## config.mk

```make
export PLATFORM = sky130hd
export DESIGN_NAME = waypoint_heading_range_guidance_unit
export DESIGN_NICKNAME = d
export VERILOG_FILES = /design/src/rtl/wpg_pkg.sv /design/src/rtl/wpg_bearing.sv /design/src/rtl/wpg_range.sv /design/src/rtl/waypoint_heading_range_guidance_unit.sv
export SDC_FILE = /design/constraint.sdc
export NUM_CORES = 2
export LEC_CHECK = 0
export BUFFER_PORTS_ARGS = -buffer_cell sky130_fd_sc_hd__buf_4
export CAP_MARGIN = 20
export CORE_MARGIN = 2
export CORE_UTILIZATION = 44
export DETAILED_ROUTE_END_ITERATION = 12
export PLACE_DENSITY_LB_ADDON = 0.08
export SETUP_SLACK_MARGIN = 0.02
export SYNTH_ARGS = -nofsm -noshare
export SYNTH_HDL_FRONTEND = slang
export SYNTH_HIERARCHICAL = 1
export SYNTH_SLANG_ARGS = --single-unit
```

## constraint.sdc

```tcl
create_clock -name clk -period 10.9 [get_ports clk]
set_input_delay 2.18 -clock clk [delete_from_list [all_inputs] [get_ports clk]]
set_output_delay 2.18 -clock clk [all_outputs]
set_load 0.01 [all_outputs]
```

## src/rtl/wpg_pkg.sv

```systemverilog
// Package for the waypoint guidance unit: word types, register codes, fixed-point
// constants and the CORDIC arctangent table. Depends on nothing.
package wpg_pkg;

	// Word formats on the two channels.
	typedef struct packed {
		logic signed [31:0] position_east;
		logic signed [31:0] position_north;
	} wpg_in_t;

	typedef struct packed {
		logic [15:0]        bearing;
		logic [32:0]        range_to_target;
		logic signed [7:0]  speed_command;
		logic               reached;
	} wpg_out_t;

	// Configuration port.
	localparam int unsigned CFG_IDX_W  = 2;
	localparam int unsigned CFG_DATA_W = 32;

	typedef enum logic [CFG_IDX_W-1:0] {
		REG_WAYPOINT_EAST,
		REG_WAYPOINT_NORTH,
		REG_ACCEPT_RADIUS,
		REG_COMMANDED_SPEED
	} wpg_reg_t;

	localparam logic [19:0]       RADIUS_RESET  = 20'd500;
	localparam logic signed [7:0] SPEED_CRUISE  = 8'sd70;
	localparam logic signed [7:0] SPEED_ARRIVED = -8'sd5;

	// Job issued to both datapaths, and their status words.
	typedef struct packed {
		logic               start;
		logic signed [32:0] dx;
		logic signed [32:0] dy;
	} wpg_job_t;

	typedef struct packed {
		logic        done;
		logic [15:0] bearing;
	} wpg_brg_stat_t;

	typedef struct packed {
		logic        done;
		logic        near;
		logic [32:0] range_cm;
	} wpg_rng_stat_t;

	// Angles are radians in signed Q60.
	localparam int unsigned       CORDIC_STEPS_DEF = 32;
	localparam int unsigned       ATAN_IDX_W       = 6;
	localparam logic [63:0]       PI_Q60           = 64'h3243F6A8885A308D;
	localparam logic signed [63:0] TWO_PI_Q60      = $signed(PI_Q60 << 1);

	// Bearing scaling: floor((z_q40 * 18000 + pi_q40 / 2) / pi_q40), then wrap.
	localparam int unsigned QUO_W          = 16;
	localparam int unsigned SCL_W          = 58;
	localparam logic [14:0] BEARING_SCALE  = 15'd18000;
	localparam logic [15:0] BEARING_WRAP   = 16'd36000;
	localparam logic [SCL_W-1:0] PI_Q40      = SCL_W'(PI_Q60 >> 20);
	localparam logic [SCL_W-1:0] HALF_PI_Q40 = PI_Q40 >> 1;
	localparam logic [SCL_W-1:0] DIV_START   = PI_Q40 << (QUO_W - 1);

	// atan(2^-i) in Q60, from the alternating series sum of 2^(60-e)/k, truncated per term.
	localparam logic [63:0] ONE = 64'd1;
	localparam logic [63:0] ATAN_0 = PI_Q60 >> 2;
	localparam logic [63:0] ATAN_1 =
		(ONE<<59) - (ONE<<57)/3 + (ONE<<55)/5 - (ONE<<53)/7 + (ONE<<51)/9
		- (ONE<<49)/11 + (ONE<<47)/13 - (ONE<<45)/15 + (ONE<<43)/17 - (ONE<<41)/19
		+ (ONE<<39)/21 - (ONE<<37)/23 + (ONE<<35)/25 - (ONE<<33)/27 + (ONE<<31)/29
		- (ONE<<29)/31 + (ONE<<27)/33 - (ONE<<25)/35 + (ONE<<23)/37 - (ONE<<21)/39
		+ (ONE<<19)/41 - (ONE<<17)/43 + (ONE<<15)/45 - (ONE<<13)/47 + (ONE<<11)/49
		- (ONE<<9)/51 + (ONE<<7)/53 - (ONE<<5)/55 + (ONE<<3)/57 - (ONE<<1)/59;
	localparam logic [63:0] ATAN_2 =
		(ONE<<58) - (ONE<<54)/3 + (ONE<<50)/5 - (ONE<<46)/7 + (ONE<<42)/9
		- (ONE<<38)/11 + (ONE<<34)/13 - (ONE<<30)/15 + (ONE<<26)/17 - (ONE<<22)/19
		+ (ONE<<18)/21 - (ONE<<14)/23 + (ONE<<10)/25 - (ONE<<6)/27 + (ONE<<2)/29;
	localparam logic [63:0] ATAN_3 =
		(ONE<<57) - (ONE<<51)/3 + (ONE<<45)/5 - (ONE<<39)/7 + (ONE<<33)/9
		- (ONE<<27)/11 + (ONE<<21)/13 - (ONE<<15)/15 + (ONE<<9)/17 - (ONE<<3)/19;
	localparam logic [63:0] ATAN_4 =
		(ONE<<56) - (ONE<<48)/3 + (ONE<<40)/5 - (ONE<<32)/7 + (ONE<<24)/9
		- (ONE<<16)/11 + (ONE<<8)/13 - ONE/15;
	localparam logic [63:0] ATAN_5 =
		(ONE<<55) - (ONE<<45)/3 + (ONE<<35)/5 - (ONE<<25)/7 + (ONE<<15)/9 - (ONE<<5)/11;
	localparam logic [63:0] ATAN_6 =
		(ONE<<54) - (ONE<<42)/3 + (ONE<<30)/5 - (ONE<<18)/7 + (ONE<<6)/9;
	localparam logic [63:0] ATAN_7 = (ONE<<53) - (ONE<<39)/3 + (ONE<<25)/5 - (ONE<<11)/7;
	localparam logic [63:0] ATAN_8 = (ONE<<52) - (ONE<<36)/3 + (ONE<<20)/5 - (ONE<<4)/7;
	localparam logic [63:0] ATAN_9  = (ONE<<51) - (ONE<<33)/3 + (ONE<<15)/5;
	localparam logic [63:0] ATAN_10 = (ONE<<50) - (ONE<<30)/3 + (ONE<<10)/5;
	localparam logic [63:0] ATAN_11 = (ONE<<49) - (ONE<<27)/3 + (ONE<<5)/5;
	localparam logic [63:0] ATAN_12 = (ONE<<48) - (ONE<<24)/3 + ONE/5;
	localparam logic [63:0] ATAN_13 = (ONE<<47) - (ONE<<21)/3;
	localparam logic [63:0] ATAN_14 = (ONE<<46) - (ONE<<18)/3;
	localparam logic [63:0] ATAN_15 = (ONE<<45) - (ONE<<15)/3;
	localparam logic [63:0] ATAN_16 = (ONE<<44) - (ONE<<12)/3;
	localparam logic [63:0] ATAN_17 = (ONE<<43) - (ONE<<9)/3;
	localparam logic [63:0] ATAN_18 = (ONE<<42) - (ONE<<6)/3;
	localparam logic [63:0] ATAN_19 = (ONE<<41) - (ONE<<3)/3;
	localparam logic [63:0] ATAN_20 = (ONE<<40) - ONE/3;

	// Beyond step 20 only the leading term survives; beyond 60 it is zero.
	function automatic logic [63:0] atan_q60(input logic [ATAN_IDX_W-1:0] idx);
		logic [63:0] val;
		case (idx)
			6'd0:    val = ATAN_0;
			6'd1:    val = ATAN_1;
			6'd2:    val = ATAN_2;
			6'd3:    val = ATAN_3;
			6'd4:    val = ATAN_4;
			6'd5:    val = ATAN_5;
			6'd6:    val = ATAN_6;
			6'd7:    val = ATAN_7;
			6'd8:    val = ATAN_8;
			6'd9:    val = ATAN_9;
			6'd10:   val = ATAN_10;
			6'd11:   val = ATAN_11;
			6'd12:   val = ATAN_12;
			6'd13:   val = ATAN_13;
			6'd14:   val = ATAN_14;
			6'd15:   val = ATAN_15;
			6'd16:   val = ATAN_16;
			6'd17:   val = ATAN_17;
			6'd18:   val = ATAN_18;
			6'd19:   val = ATAN_19;
			6'd20:   val = ATAN_20;
			default: val = (idx > 6'd60) ? 64'd0 : (ONE << (6'd60 - idx));
		endcase
		return val;
	endfunction

endpackage

```

## src/rtl/wpg_bearing.sv

```systemverilog
// Bearing datapath: normalization, iterative vectoring CORDIC, serial scaling to
// hundredths of a degree and serial division by pi. Depends on wpg_pkg.
module wpg_bearing #(
	parameter int unsigned CORDIC_STEPS = wpg_pkg::CORDIC_STEPS_DEF
) (
	input  logic                   clk,
	input  logic                   arst_n,
	input  wpg_pkg::wpg_job_t      job,
	output wpg_pkg::wpg_brg_stat_t stat
);
	import wpg_pkg::*;

	localparam int unsigned STEP_W = $clog2(CORDIC_STEPS);

	typedef enum logic [2:0] {
		B_IDLE, B_NORM, B_ROT, B_ADJ, B_SCALE, B_DIV, B_WRAP
	} bstate_t;

	bstate_t                st_q;
	logic [58:0]            ax_q, by_q, mx_q;
	logic                   yneg_q, dyneg_q;
	logic signed [61:0]     x_q, y_q;
	logic signed [63:0]     z_q;
	logic [STEP_W-1:0]      step_q;
	logic [SCL_W-1:0]       mcand_q, acc_q, dv_q;
	logic [14:0]            mbits_q;
	logic [QUO_W-1:0]       q_q;
	logic [3:0]             dcnt_q;
	logic                   done_q;
	logic [15:0]            bearing_q;

	logic signed [32:0]     neg_dx, neg_dy;
	logic [31:0]            abs_x, abs_y, abs_max;
	logic signed [61:0]     xs, ys, ax_ext;
	logic signed [63:0]     atan_i, z_pos;
	logic                   div_ge;

	always_comb begin
		neg_dx  = -job.dx;
		neg_dy  = -job.dy;
		abs_x   = job.dx[32] ? neg_dx[31:0] : job.dx[31:0];
		abs_y   = job.dy[32] ? neg_dy[31:0] : job.dy[31:0];
		abs_max = (abs_x > abs_y) ? abs_x : abs_y;
		xs      = x_q >>> step_q;
		ys      = y_q >>> step_q;
		ax_ext  = $signed({3'b000, ax_q});
		atan_i  = $signed(atan_q60(ATAN_IDX_W'(step_q)));
		z_pos   = z_q[63] ? (z_q + TWO_PI_Q60) : z_q;
		div_ge  = (acc_q >= dv_q);
	end

	always_ff @(posedge clk or negedge arst_n) begin
		if (!arst_n) begin
			st_q      <= B_IDLE;
			ax_q      <= '0;
			by_q      <= '0;
			mx_q      <= '0;
			yneg_q    <= 1'b0;
			dyneg_q   <= 1'b0;
			x_q       <= '0;
			y_q       <= '0;
			z_q       <= '0;
			step_q    <= '0;
			mcand_q   <= '0;
			acc_q     <= '0;
			dv_q      <= '0;
			mbits_q   <= '0;
			q_q       <= '0;
			dcnt_q    <= '0;
			done_q    <= 1'b0;
			bearing_q <= '0;
		end else if (job.start) begin
			done_q  <= 1'b0;
			ax_q    <= {abs_x, 27'd0};
			by_q    <= {abs_y, 27'd0};
			mx_q    <= {abs_max, 27'd0};
			yneg_q  <= (job.dx[32] != job.dy[32]) && (job.dx != '0);
			dyneg_q <= job.dy[32];
			q_q     <= '0;
			// A zero vector has bearing zero and skips the whole angle path.
			st_q    <= (abs_max == '0) ? B_WRAP : B_NORM;
		end else begin
			case (st_q)
				B_NORM: begin
					if (mx_q[58]) begin
						x_q    <= $signed({3'b000, by_q});
						y_q    <= yneg_q ? -ax_ext : ax_ext;
						z_q    <= dyneg_q ? $signed(PI_Q60) : 64'sd0;
						step_q <= '0;
						st_q   <= B_ROT;
					end else if (mx_q[58:51] == '0) begin
						ax_q <= ax_q << 8;
						by_q <= by_q << 8;
						mx_q <= mx_q << 8;
					end else begin
						ax_q <= ax_q << 1;
						by_q <= by_q << 1;
						mx_q <= mx_q << 1;
					end
				end
				B_ROT: begin
					if (!y_q[61]) begin
						x_q <= x_q + ys;
						y_q <= y_q - xs;
						z_q <= z_q + atan_i;
					end else begin
						x_q <= x_q - ys;
						y_q <= y_q + xs;
						z_q <= z_q - atan_i;
					end
					step_q <= step_q + 1'b1;
					if (step_q == STEP_W'(CORDIC_STEPS - 1)) begin
						st_q <= B_ADJ;
					end
				end
				B_ADJ: begin
					mcand_q <= SCL_W'(z_pos[62:20]);
					acc_q   <= HALF_PI_Q40;
					mbits_q <= BEARING_SCALE;
					st_q    <= B_SCALE;
				end
				B_SCALE: begin
					if (mbits_q != '0) begin
						if (mbits_q[0]) begin
							acc_q <= acc_q + mcand_q;
						end
						mcand_q <= mcand_q << 1;
						mbits_q <= mbits_q >> 1;
					end else begin
						dv_q   <= DIV_START;
						dcnt_q <= '0;
						q_q    <= '0;
						st_q   <= B_DIV;
					end
				end
				B_DIV: begin
					if (div_ge) begin
						acc_q <= acc_q - dv_q;
					end
					q_q    <= {q_q[QUO_W-2:0], div_ge};
					dv_q   <= dv_q >> 1;
					dcnt_q <= dcnt_q + 1'b1;
					if (dcnt_q == 4'(QUO_W - 1)) begin
						st_q <= B_WRAP;
					end
				end
				B_WRAP: begin
					bearing_q <= (q_q >= BEARING_WRAP) ? (q_q - BEARING_WRAP) : q_q;
					done_q    <= 1'b1;
					st_q      <= B_IDLE;
				end
				default: begin
					st_q <= B_IDLE;
				end
			endcase
		end
	end

	assign stat.done    = done_q;
	assign stat.bearing = bearing_q;

endmodule

```

## src/rtl/wpg_range.sv

```systemverilog
// Range datapath: bit-serial squares of the offsets and the acceptance radius,
// then a two-bit-per-step integer square root. Depends on wpg_pkg.
module wpg_range (
	input  logic                   clk,
	input  logic                   arst_n,
	input  wpg_pkg::wpg_job_t      job,
	input  logic [19:0]            radius,
	output wpg_pkg::wpg_rng_stat_t stat
);
	import wpg_pkg::*;

	localparam int unsigned SQ_STEPS   = 32;
	localparam int unsigned SQRT_STEPS = 33;
	localparam int unsigned CNT_W      = $clog2(SQRT_STEPS);

	typedef enum logic [1:0] {R_IDLE, R_SQ, R_CMP, R_SQRT} rstate_t;

	rstate_t            st_q;
	logic [31:0]        ma_q, mb_q;
	logic [63:0]        pa_q, pb_q;
	logic [19:0]        mr_q;
	logic [39:0]        pr_q, racc_q;
	logic [64:0]        acc_q;
	logic [65:0]        rad_q;
	logic [33:0]        rem_q;
	logic [32:0]        root_q;
	logic [CNT_W-1:0]   cnt_q;
	logic               done_q, near_q;
	logic [32:0]        range_q;

	logic signed [32:0] neg_dx, neg_dy;
	logic [31:0]        abs_x, abs_y;
	logic [35:0]        trial_in, trial;
	logic               sq_ge;

	always_comb begin
		neg_dx   = -job.dx;
		neg_dy   = -job.dy;
		abs_x    = job.dx[32] ? neg_dx[31:0] : job.dx[31:0];
		abs_y    = job.dy[32] ? neg_dy[31:0] : job.dy[31:0];
		trial_in = {rem_q, rad_q[65:64]};
		trial    = {1'b0, root_q, 2'b01};
		sq_ge    = (trial_in >= trial);
	end

	always_ff @(posedge clk or negedge arst_n) begin
		if (!arst_n) begin
			st_q    <= R_IDLE;
			ma_q    <= '0;
			mb_q    <= '0;
			pa_q    <= '0;
			pb_q    <= '0;
			mr_q    <= '0;
			pr_q    <= '0;
			racc_q  <= '0;
			acc_q   <= '0;
			rad_q   <= '0;
			rem_q   <= '0;
			root_q  <= '0;
			cnt_q   <= '0;
			done_q  <= 1'b0;
			near_q  <= 1'b0;
			range_q <= '0;
		end else if (job.start) begin
			done_q <= 1'b0;
			ma_q   <= abs_x;
			mb_q   <= abs_y;
			pa_q   <= {32'd0, abs_x};
			pb_q   <= {32'd0, abs_y};
			mr_q   <= radius;
			pr_q   <= {20'd0, radius};
			acc_q  <= '0;
			racc_q <= '0;
			cnt_q  <= '0;
			st_q   <= R_SQ;
		end else begin
			case (st_q)
				R_SQ: begin
					acc_q  <= acc_q + (ma_q[0] ? {1'b0, pa_q} : 65'd0)
						+ (mb_q[0] ? {1'b0, pb_q} : 65'd0);
					racc_q <= racc_q + (mr_q[0] ? pr_q : 40'd0);
					ma_q   <= ma_q >> 1;
					mb_q   <= mb_q >> 1;
					mr_q   <= mr_q >> 1;
					pa_q   <= pa_q << 1;
					pb_q   <= pb_q << 1;
					pr_q   <= pr_q << 1;
					cnt_q  <= cnt_q + 1'b1;
					if (cnt_q == CNT_W'(SQ_STEPS - 1)) begin
						st_q <= R_CMP;
					end
				end
				R_CMP: begin
					near_q <= (acc_q < {25'd0, racc_q});
					rad_q  <= {1'b0, acc_q};
					rem_q  <= '0;
					root_q <= '0;
					cnt_q  <= '0;
					st_q   <= R_SQRT;
				end
				R_SQRT: begin
					rem_q  <= sq_ge ? 34'(trial_in - trial) : trial_in[33:0];
					root_q <= {root_q[31:0], sq_ge};
					rad_q  <= rad_q << 2;
					cnt_q  <= cnt_q + 1'b1;
					if (cnt_q == CNT_W'(SQRT_STEPS - 1)) begin
						range_q <= {root_q[31:0], sq_ge};
						done_q  <= 1'b1;
						st_q    <= R_IDLE;
					end
				end
				default: begin
					st_q <= R_IDLE;
				end
			endcase
		end
	end

	assign stat.done     = done_q;
	assign stat.near     = near_q;
	assign stat.range_cm = range_q;

endmodule

```

## src/rtl/waypoint_heading_range_guidance_unit.sv

```systemverilog
// A result is registered once both the bearing and the range path report done and the output
// register can take it. A zero offset skips the angle path of the bearing datapath, and a
// stalled output delays the result. The unit takes one word at a time; the next word can be
// taken in the cycle after a result is registered.
// Reset (arst_n low, asynchronous): waypoint 0,0, radius 500, commanded speed 0,
// speed state 0, reached flag clear, no result pending.
module waypoint_heading_range_guidance_unit #(
	parameter int unsigned CORDIC_STEPS = wpg_pkg::CORDIC_STEPS_DEF
) (
	input  logic                               clk,
	input  logic                               arst_n,
	input  logic                               in_valid,
	output logic                               in_stall,
	input  wpg_pkg::wpg_in_t                   in_data,
	output logic                               out_valid,
	input  logic                               out_stall,
	output wpg_pkg::wpg_out_t                  out_data,
	input  logic                               cfg_wr_en,
	input  logic [wpg_pkg::CFG_IDX_W-1:0]      cfg_index,
	input  logic [wpg_pkg::CFG_DATA_W-1:0]     cfg_data
);
	import wpg_pkg::*;

	// The unit handles one position word at a time. IDLE takes a word and latches the
	// offset to the waypoint, START launches both datapaths, WAIT holds until both
	// report done and the output register can take the result.
	typedef enum logic [1:0] {ST_IDLE, ST_START, ST_WAIT} state_t;

	state_t              state_q;
	logic signed [31:0]  wp_east_q, wp_north_q;
	logic [19:0]         radius_q;
	logic signed [7:0]   cmd_speed_q, speed_q;
	logic                reached_q;
	logic signed [32:0]  dx_q, dy_q;
	logic                out_valid_q;
	wpg_out_t            out_data_q;

	wpg_job_t            job;
	wpg_brg_stat_t       brg_stat;
	wpg_rng_stat_t       rng_stat;

	logic                in_take, finish;
	logic signed [7:0]   speed_pre, speed_new;
	logic                reached_new;

	// Offsets are formed at 33 bits so that no waypoint/position pair can overflow.
	always_comb begin
		in_take     = in_valid && (state_q == ST_IDLE);
		finish      = (state_q == ST_WAIT) && brg_stat.done && rng_stat.done
			&& (!out_valid_q || !out_stall);
		// A stopped vehicle that has not yet arrived is sent off at cruise speed first;
		// arriving inside the acceptance radius then overrides that with the hold speed.
		speed_pre   = ((speed_q == 8'sd0) && !reached_q) ? SPEED_CRUISE : speed_q;
		speed_new   = rng_stat.near ? SPEED_ARRIVED : speed_pre;
		reached_new = reached_q || rng_stat.near;
		job.start   = (state_q == ST_START);
		job.dx      = dx_q;
		job.dy      = dy_q;
	end

	always_ff @(posedge clk or negedge arst_n) begin
		if (!arst_n) begin
			state_q     <= ST_IDLE;
			wp_east_q   <= '0;
			wp_north_q  <= '0;
			radius_q    <= RADIUS_RESET;
			cmd_speed_q <= '0;
			speed_q     <= '0;
			reached_q   <= 1'b0;
			dx_q        <= '0;
			dy_q        <= '0;
			out_valid_q <= 1'b0;
			out_data_q  <= '0;
		end else begin
			// The user must write configuration only while the unit is idle; it is not enforced.
			// Every write re-arms the waypoint: reached flag clears, speed reloads from the command.
			if (cfg_wr_en) begin
				case (wpg_reg_t'(cfg_index))
					REG_WAYPOINT_EAST:   wp_east_q   <= $signed(cfg_data);
					REG_WAYPOINT_NORTH:  wp_north_q  <= $signed(cfg_data);
					REG_ACCEPT_RADIUS:   radius_q    <= cfg_data[19:0];
					REG_COMMANDED_SPEED: cmd_speed_q <= $signed(cfg_data[7:0]);
					default: ;
				endcase
				reached_q <= 1'b0;
				speed_q   <= (wpg_reg_t'(cfg_index) == REG_COMMANDED_SPEED)
					? $signed(cfg_data[7:0]) : cmd_speed_q;
			end

			case (state_q)
				ST_IDLE: begin
					if (in_take) begin
						dx_q    <= {wp_east_q[31], wp_east_q}
							- {in_data.position_east[31], in_data.position_east};
						dy_q    <= {wp_north_q[31], wp_north_q}
							- {in_data.position_north[31], in_data.position_north};
						state_q <= ST_START;
					end
				end
				ST_START: begin
					state_q <= ST_WAIT;
				end
				ST_WAIT: begin
					if (finish) begin
						state_q <= ST_IDLE;
					end
				end
				default: begin
					state_q <= ST_IDLE;
				end
			endcase

			// The output register decouples the two sides: a finished result may wait here
			// while the next position word is already being worked on.
			if (finish) begin
				speed_q                    <= speed_new;
				reached_q                  <= reached_new;
				out_valid_q                <= 1'b1;
				out_data_q.bearing         <= brg_stat.bearing;
				out_data_q.range_to_target <= rng_stat.range_cm;
				out_data_q.speed_command   <= speed_new;
				out_data_q.reached         <= reached_new;
			end else if (out_valid_q && !out_stall) begin
				out_valid_q <= 1'b0;
			end
		end
	end

	// Bearing: normalize, rotate CORDIC_STEPS times, then scale and divide serially.
	wpg_bearing #(
		.CORDIC_STEPS (CORDIC_STEPS)
	) u_bearing (
		.clk    (clk),
		.arst_n (arst_n),
		.job    (job),
		.stat   (brg_stat)
	);

	// Range: serial squares and radius check, then a serial square root.
	wpg_range u_range (
		.clk    (clk),
		.arst_n (arst_n),
		.job    (job),
		.radius (radius_q),
		.stat   (rng_stat)
	);

	assign in_stall  = (state_q != ST_IDLE);
	assign out_valid = out_valid_q;
	assign out_data  = out_data_q;

	// A taken word always launches the datapaths in the following cycle.
	a_take_starts: assert property (@(posedge clk) disable iff (!arst_n)
		(in_valid && !in_stall) |=> (state_q == ST_START))
		else $error("accepted word did not launch the datapaths");

	// A launch must withdraw the done status of the previous word in both datapaths.
	a_start_clears_done: assert property (@(posedge clk) disable iff (!arst_n)
		(state_q == ST_START) |=> (!brg_stat.done && !rng_stat.done))
		else $error("stale done status after launch");

	// Once the waypoint is reached the speed stays at the hold value until re-armed.
	a_reached_speed: assert property (@(posedge clk) disable iff (!arst_n)
		reached_q |-> (speed_q == SPEED_ARRIVED))
		else $error("reached flag set without hold speed");

	// The wrap step keeps every registered bearing inside one turn.
	a_bearing_range: assert property (@(posedge clk) disable iff (!arst_n)
		out_valid_q |-> (out_data_q.bearing < BEARING_WRAP))
		else $error("bearing outside one turn");

endmodule
```

Word level (Yosys, flattened, before mapping)
Cells that the tools add are included.
Storage, ports and cells
  register bits after elaboration: 1362
  input port bits: 103
  output and inout bits: 60
  word-level logic and storage cells: 289
Operators by class
  add/subtract/negate cells: 23
  order comparisons: 6
  equal/unequal tests: 53
  shifts and indexed selects: 3
  mux-type cells: 100
  bitwise operators: 1
  reduce and logical (&&, ||, !) cells: 54
Operators with widths (count)
  64-bit case mux with 21 select lines: 1
  59-bit two-way mux: 12
  64-bit two-way mux: 9
  62-bit two-way mux: 6
  58-bit two-way mux: 5
  62-bit case mux with 2 select lines: 2
  58-bit case mux with 2 select lines: 2
  32-bit two-way mux: 7
  40-bit two-way mux: 5
  58-bit case mux with 3 select lines: 1
  66-bit case mux with 2 select lines: 1
  65-bit adder: 2
  65-bit two-way mux: 2
  64-bit case mux with 2 select lines: 1
  62-bit adder: 2
  62-bit by 5-bit >>> shifter with 62-bit output: 2
  62-bit subtractor: 2
  34-bit case mux with 2 select lines: 1
  33-bit case mux with 2 select lines: 1
  32-bit by 32-bit subtractor with 33-bit output: 2
  65-bit by 40-bit < comparator with 1-bit output: 1
  64-bit adder: 1
  32-bit negator: 2
  1-bit by 6-bit left shift with 64-bit output (first input constant): 1
  71 further kinds: 169

Logic depth before layout (Yosys ltp)
  depth in word-level cells: 7
  mapped depth: 44
  mapped depth without buffers: 27

Modules after synthesis
Netlist, hierarchy kept.
By module, submodules not included
  wpg_bearing: times used 1, cells each 8035, area each 62590.0 um2, sequential area each 13638.1 um2
  wpg_range: times used 1, cells each 3612, area each 34289.1 um2, sequential area each 13337.8 um2
  waypoint_heading_range_guidance_unit: times used 1, cells each 1182, area each 12250.5 um2, sequential area each 5713.0 um2

Worst setup path after synthesis
No wires, ideal clock.
  kind: reg2reg
  start point: reg u_bearing.step_q[2]
  end point: reg u_bearing.z_q[61]
  library setup time: 0.086 ns
  arrival time: 8.395 ns
  required time: 10.814 ns
  setup slack: 2.419 ns
  stages on the path, launching flop included: 44
  buffers on the path: 17
  period minus slack after synthesis: 8.481 ns
  path through: dfrtp_1 > buf_6 > buf_8 > buf_8 > buf_8 > buf_8 > buf_4 > buf_6 > buf_6 > buf_4 > buf_2 > buf_2 > buf_1 > buf_1 > clkbuf_1 > clkbuf_1 > and3_1 > ha_1 > (+8 left out) > and3_1 > nor2b_1 > buf_2 > nor2_1 > xor2_1 > ha_1 > a21oi_1 > o21ai_0 > a21o_1 > a21o_1 > a21oi_1 > o21bai_1 > a41o_1 > a31o_2 > nand3_1 > a31oi_1 > mux2i_1 > nor3_1
On the way
  cells in the longest elaborated chain, start to end: 7
  elaborated cells between the ends (all ways): 30
  classes of those cells: 3 x add/sub; 1 x order compare; 20 x eq/ne; 1 x shift; 4 x mux; 1 x reduce/logical
Ends and longest elaborated chain
  start: declaration: RTL line wpg_bearing.sv:24  | logic [STEP_W-1:0] step_q;
  start signal: assignment: RTL line wpg_bearing.sv:111  | step_q <= step_q + 1'b1;
  6-bit by 5-bit subtractor with 6-bit output: RTL line wpg_pkg.sv:130  | default: val = (idx > 6'd60) ? 64'd0 : (ONE << (6'd60 - idx));
  1-bit by 6-bit left shift with 64-bit output: RTL line wpg_pkg.sv:130
  64-bit two-way mux: RTL line wpg_pkg.sv:130
  64-bit case mux with 21 select lines *: RTL line wpg_pkg.sv:108  | case (idx)
  64-bit adder / 64-bit subtractor (equally long branches): RTL line wpg_bearing.sv:105, wpg_bearing.sv:109
  64-bit two-way mux *: RTL line wpg_bearing.sv:102  | if (!y_q[61]) begin
  64-bit case mux with 2 select lines *: RTL line wpg_bearing.sv:83  | case (st_q)
  end signal: assignment: RTL line wpg_bearing.sv:88  | z_q <= dyneg_q ? $signed(PI_Q60) : 64'sd0;
  end signal: assignment: RTL line wpg_bearing.sv:105  | z_q <= z_q + atan_i;
  end signal: assignment: RTL line wpg_bearing.sv:109  | z_q <= z_q - atan_i;
  end: declaration: RTL line wpg_bearing.sv:23  | logic signed [63:0] z_q;
Every way passes the cells marked *; elsewhere a longest branch is shown, timed or not.
A chain may end at the register's enable or synchronous reset.

Worst setup path after layout
  start point: reg u_bearing.step_q[3]
  end point: reg u_bearing.x_q[58]
On the way
  cells in the longest elaborated chain, start to end: 4
  elaborated cells between the ends (all ways): 5
  classes of those cells: 2 x add/sub; 1 x shift; 2 x mux
Ends and longest elaborated chain
  62-bit by 5-bit >>> shifter with 62-bit output *: RTL line wpg_bearing.sv:45  | ys = y_q >>> step_q;
  62-bit adder / 62-bit subtractor (equally long branches): RTL line wpg_bearing.sv:103, wpg_bearing.sv:107
  62-bit two-way mux *: RTL line wpg_bearing.sv:102
  62-bit case mux with 2 select lines *: RTL line wpg_bearing.sv:83
  end signal: assignment: RTL line wpg_bearing.sv:86  | x_q <= $signed({3'b000, by_q});
  end signal: assignment: RTL line wpg_bearing.sv:103  | x_q <= x_q + ys;
  end signal: assignment: RTL line wpg_bearing.sv:107  | x_q <= x_q - ys;
  end: declaration: RTL line wpg_bearing.sv:22  | logic signed [61:0] x_q, y_q;
Marks and branches as above.

==> run_results.csv <==
group,metric,value,unit
routing,drc,0,
worst_setup_path,regToRegSetupSlack,1730,ps
sta,hold_violations,0,
sta,fin_setup_tns,0,ps
synth,synth_seq_cells,1306,
synth,yosysTopAreaCell,"dfrtp_1",
global_route,grt_overflow,0,
finish,layout-drive-gt1-share,0.100,
routing,post_drt_wl_per_cell,25.9,um
global_route,grt_first_pass_wirelength,625000,um
routing,firstDrtPassIters,8,
power,ir_drop,159,uV
synth,synth_compound_area_frac,0.226,
sta,maxSlewHeadroom,0.151,
finish,layout.nets,13330,
worst_hold_path,hold_start,"u_range/rad_q[10]",
clocking,cts_root_buf,"clkbuf_16",
synth,ys_top_cells_by_count,"1467 x nand2_1, 1300 x dfrtp_1, 1096 x a21oi_1, 954 x o21ai_0, 925 x nor2_1",
clocking,cts_num_sinks,1306,
synth,async_flop_share,1.00,
worst_setup_path,critical_path_peak_fanout,83,
sta,rsz0062_at_grt,"no",
worst_setup_path,crit_type,"register to register",
floorplanning,die_y,502,um
routing,drtIter0Drc,9920,
global_route,grt_usage,0.321,
floorplanning,core_area,246000,um^2
floorplanning,rows,182,
worst_setup_path,worstSetupStartpointType,"register",
synth,synth_simple_gate_area_frac,0.171,
worst_setup_path,timing.rr.start,"u_bearing/step_q[3]",
placement,place_inst,15701,
worst_setup_path,worstSetupEndpointType,"register",
synth,syn-num-nets,13600,
synth,syn_area_per_cell,8.51,um^2
clocking,path_clk_slew,70,ps
routing,final_antenna_net_count,0,
sta,tightest_slew,1270,ps
synth,synth_top_area_frac,0.298,
worst_setup_path,worstRegToRegCells,21,
worst_hold_path,min_to,"u_range/rad_q[10]",
synth,synth_top_flop_cell,"dfrtp_1",
worst_hold_path,min_path_type,"register to register",
routing,viasPerCell,6.26,
synth,syn_inst,12829,
synth,synth.distinct_cells,128,
finish,syn_to_final_growth,8.74,%
clocking,clk-insertion-delay-late,840,ps
power,p_leak,0.0534,uW
synth,synth_warnings,6,
worst_setup_path,crit_arrival,9840,ps
routing,drt_wl_total,414000,um
clocking,htree_levels,4,
floorplanning,dieArea,252000,um^2
worst_setup_path,regToRegEndpoint,"u_bearing/x_q[58]",
finish,seqCellArea,32700,um^2
synth,synthTopCellsByArea,"dfrtp_1 30%, ha_1 6.8%, mux2i_1 5.3%",
synth,synth_edf_count,0,
placement,hpwl,310000,um
synth,synth_top_family_by_area,"compound AO/OA/AOI/OAI gates",
run,drv_cap,0,
clocking,cts-resized-gates,0,
synth,synthXorXnorAreaFrac,0.0623,
sta,setup_violations,0,
synth,seq_area_frac_synth,0.300,
sta,period_share,0.841,
synth,yosysMostFrequentCell,"nand2_1",
floorplanning,chipWidth,502,um
worst_setup_path,worstPathRequired,11570,ps
clocking,cts_tree,"yes",
finish,fillers,23830,
clocking,cts_made_buffers,161,
worst_hold_path,hold-path-cell-count,2,
clocking,postCtsSetupBuffers,0,
synth,synthMuxAreaShare,0.112,
global_route,grt_max_degree,155,
sta,clock_skew,60.4,ps
status,status,"finished, final reports clean",
finish,multi_input_area,71500,um^2
global_route,grt_pass1_vias,96243,
sta,finalMaxSlewViolations,0,
finish,stdcell_count,16011,
floorplanning,top_level_ports,163,
clocking,hold_buffers,0,
sta,max_freq,109,MHz
clocking,clockBufferDepth,3,
routing,vias,100178,
placement,routabilityCongestion,1.01,
synth,synthAdderAreaFrac,0.0816,
synth,syn_area,109000,um^2
placement,io_buffers,162,
power,p_per_area,96.2,nW/um^2
floorplanning,start_util,0.443,
global_route,antenna_found_initial,20,
sta,min_period,9170,ps
-- final cells by class --
cell class / instances / area share
flip-flops and latches: 1306 / 0.276
multi-input cells: 10301 / 0.603
repair buffers: 388 / 0.0264
well taps: 3312 / 0.0349
clock buffers: 230 / 0.0389
diodes: 7 / 0.000148
clock inverters: 66 / 0.00834
inverters: 401 / 0.0127
-- placed cells by master, fill, tap and decap left out, drive strengths merged, types with 63 or more instances in the layout --
cell and count:
a211oi 121, a21boi 128, a21o 342, a21oi 1100, a31oi 131, and2 242, and3 138, buf 387
clkbuf 231, dfrtp 1300, fa 73, ha 595, inv 407, mux2 303, mux2i 574, mux4 137
nand2 1468, nand2b 119, nand3 230, nand4 134, nor2 925, nor2b 101, nor3 227, nor4 68
o211ai 81, o21a 63, o21ai 979, o21bai 96, o22ai 162, o31ai 107, or3 81, xnor2 420
xor2 356
-- flip-flops by register name, summed over array words and instances, names as in the netlist, 57 cells and up --
| name | cells |
|---|---|
| u_bearing/dv_q | 57 |
| out_data | 58 |
| u_bearing/acc_q | 58 |
| u_bearing/mx_q | 58 |
| u_bearing/x_q | 62 |
| u_bearing/y_q | 62 |
| u_range/rad_q | 66 |
| u_range/pa_q | 64 |
| u_range/pb_q | 64 |
| u_bearing/z_q | 64 |
| u_range/acc_q | 65 |
| u_bearing/mcand_q | 58 |
-- kinds of logic (layout without fill, tap and decap cells) --
kind of cell | after synthesis | after routing
flops | 1306 | 1306
compound gates | 3896 | 3896
buf+inv | 1222 | 1085
fa+ha+maj | 668 | 668
simple gates | 3947 | 3947
mux | 1014 | 1014
other cells | 0 | 7
xor+xnor | 776 | 776
-- worst max-delay path, stage by stage, from the launching register on --
cell       delay [ps]
dfrtp_4           940
buf_12            470
mux2_2            450
mux4_2            540
mux2_2            320
a221oi_2          530
nor4b_2           440
o2111ai_1         370
nor4_2            680
nor2_1            110
xnor2_1           170
ha_1              400
nand2_1            90
or3_1             410
a2111oi_0         780
o2111ai_1         190
o2bb2ai_1         250
o31ai_1           590
a211oi_1          220
o21ai_0           530
a21oi_1           140
a211o_1           280
-- metrics by stage --
step	setup WS (ps)	instance area, um^2	hold slack, ps	utilization	total power (uW)
4_1_cts	1930	119000	482	0.481	11600
3_3_place_gp	2080	113000	457	0.458	5790
5_1_grt	1510	119000	501	0.482	11800
6_report	1730	119000	476	0.482	11400
2_1_floorplan	2420	109000	433	-	5490
3_5_place_dp	1930	113000	469	0.458	5810
-- per-layer routing --
layer / share of wire / track usage / vias to the layer above
met2: 0.43 / 0.483 / 3864
li1: - / - / 46159
met4: 0.031 / 0.0898 / 8
met1: 0.46 / 0.464 / 49431
met3: 0.079 / 0.0636 / 716
met5: 0.00012 / 0 / -
-- worst max-delay path by stage --
stage	slack, ps	from	depth (start not counted)	end
floorplan	2420	u_bearing/step_q[2]	43	u_bearing/z_q[61]
global placement	2080	u_bearing/step_q[0]	21	u_bearing/x_q[58]
detailed placement	1930	u_bearing/step_q[0]	23	u_bearing/y_q[61]
CTS	1930	u_bearing/step_q[0]	23	u_bearing/y_q[61]
global route	1510	u_bearing/step_q[0]	23	u_bearing/y_q[61]
finish	1730	u_bearing/step_q[3]	21	u_bearing/x_q[58]
-- power breakdown --
part | internal, uW | switching, uW | leakage [uW]
combinational | 284 | 444 | 0.0327
sequential | 4920 | 66.4 | 0.0180
clock | 3340 | 2360 | 0.00271
Note: power is estimated with default switching activity, not from simulation.
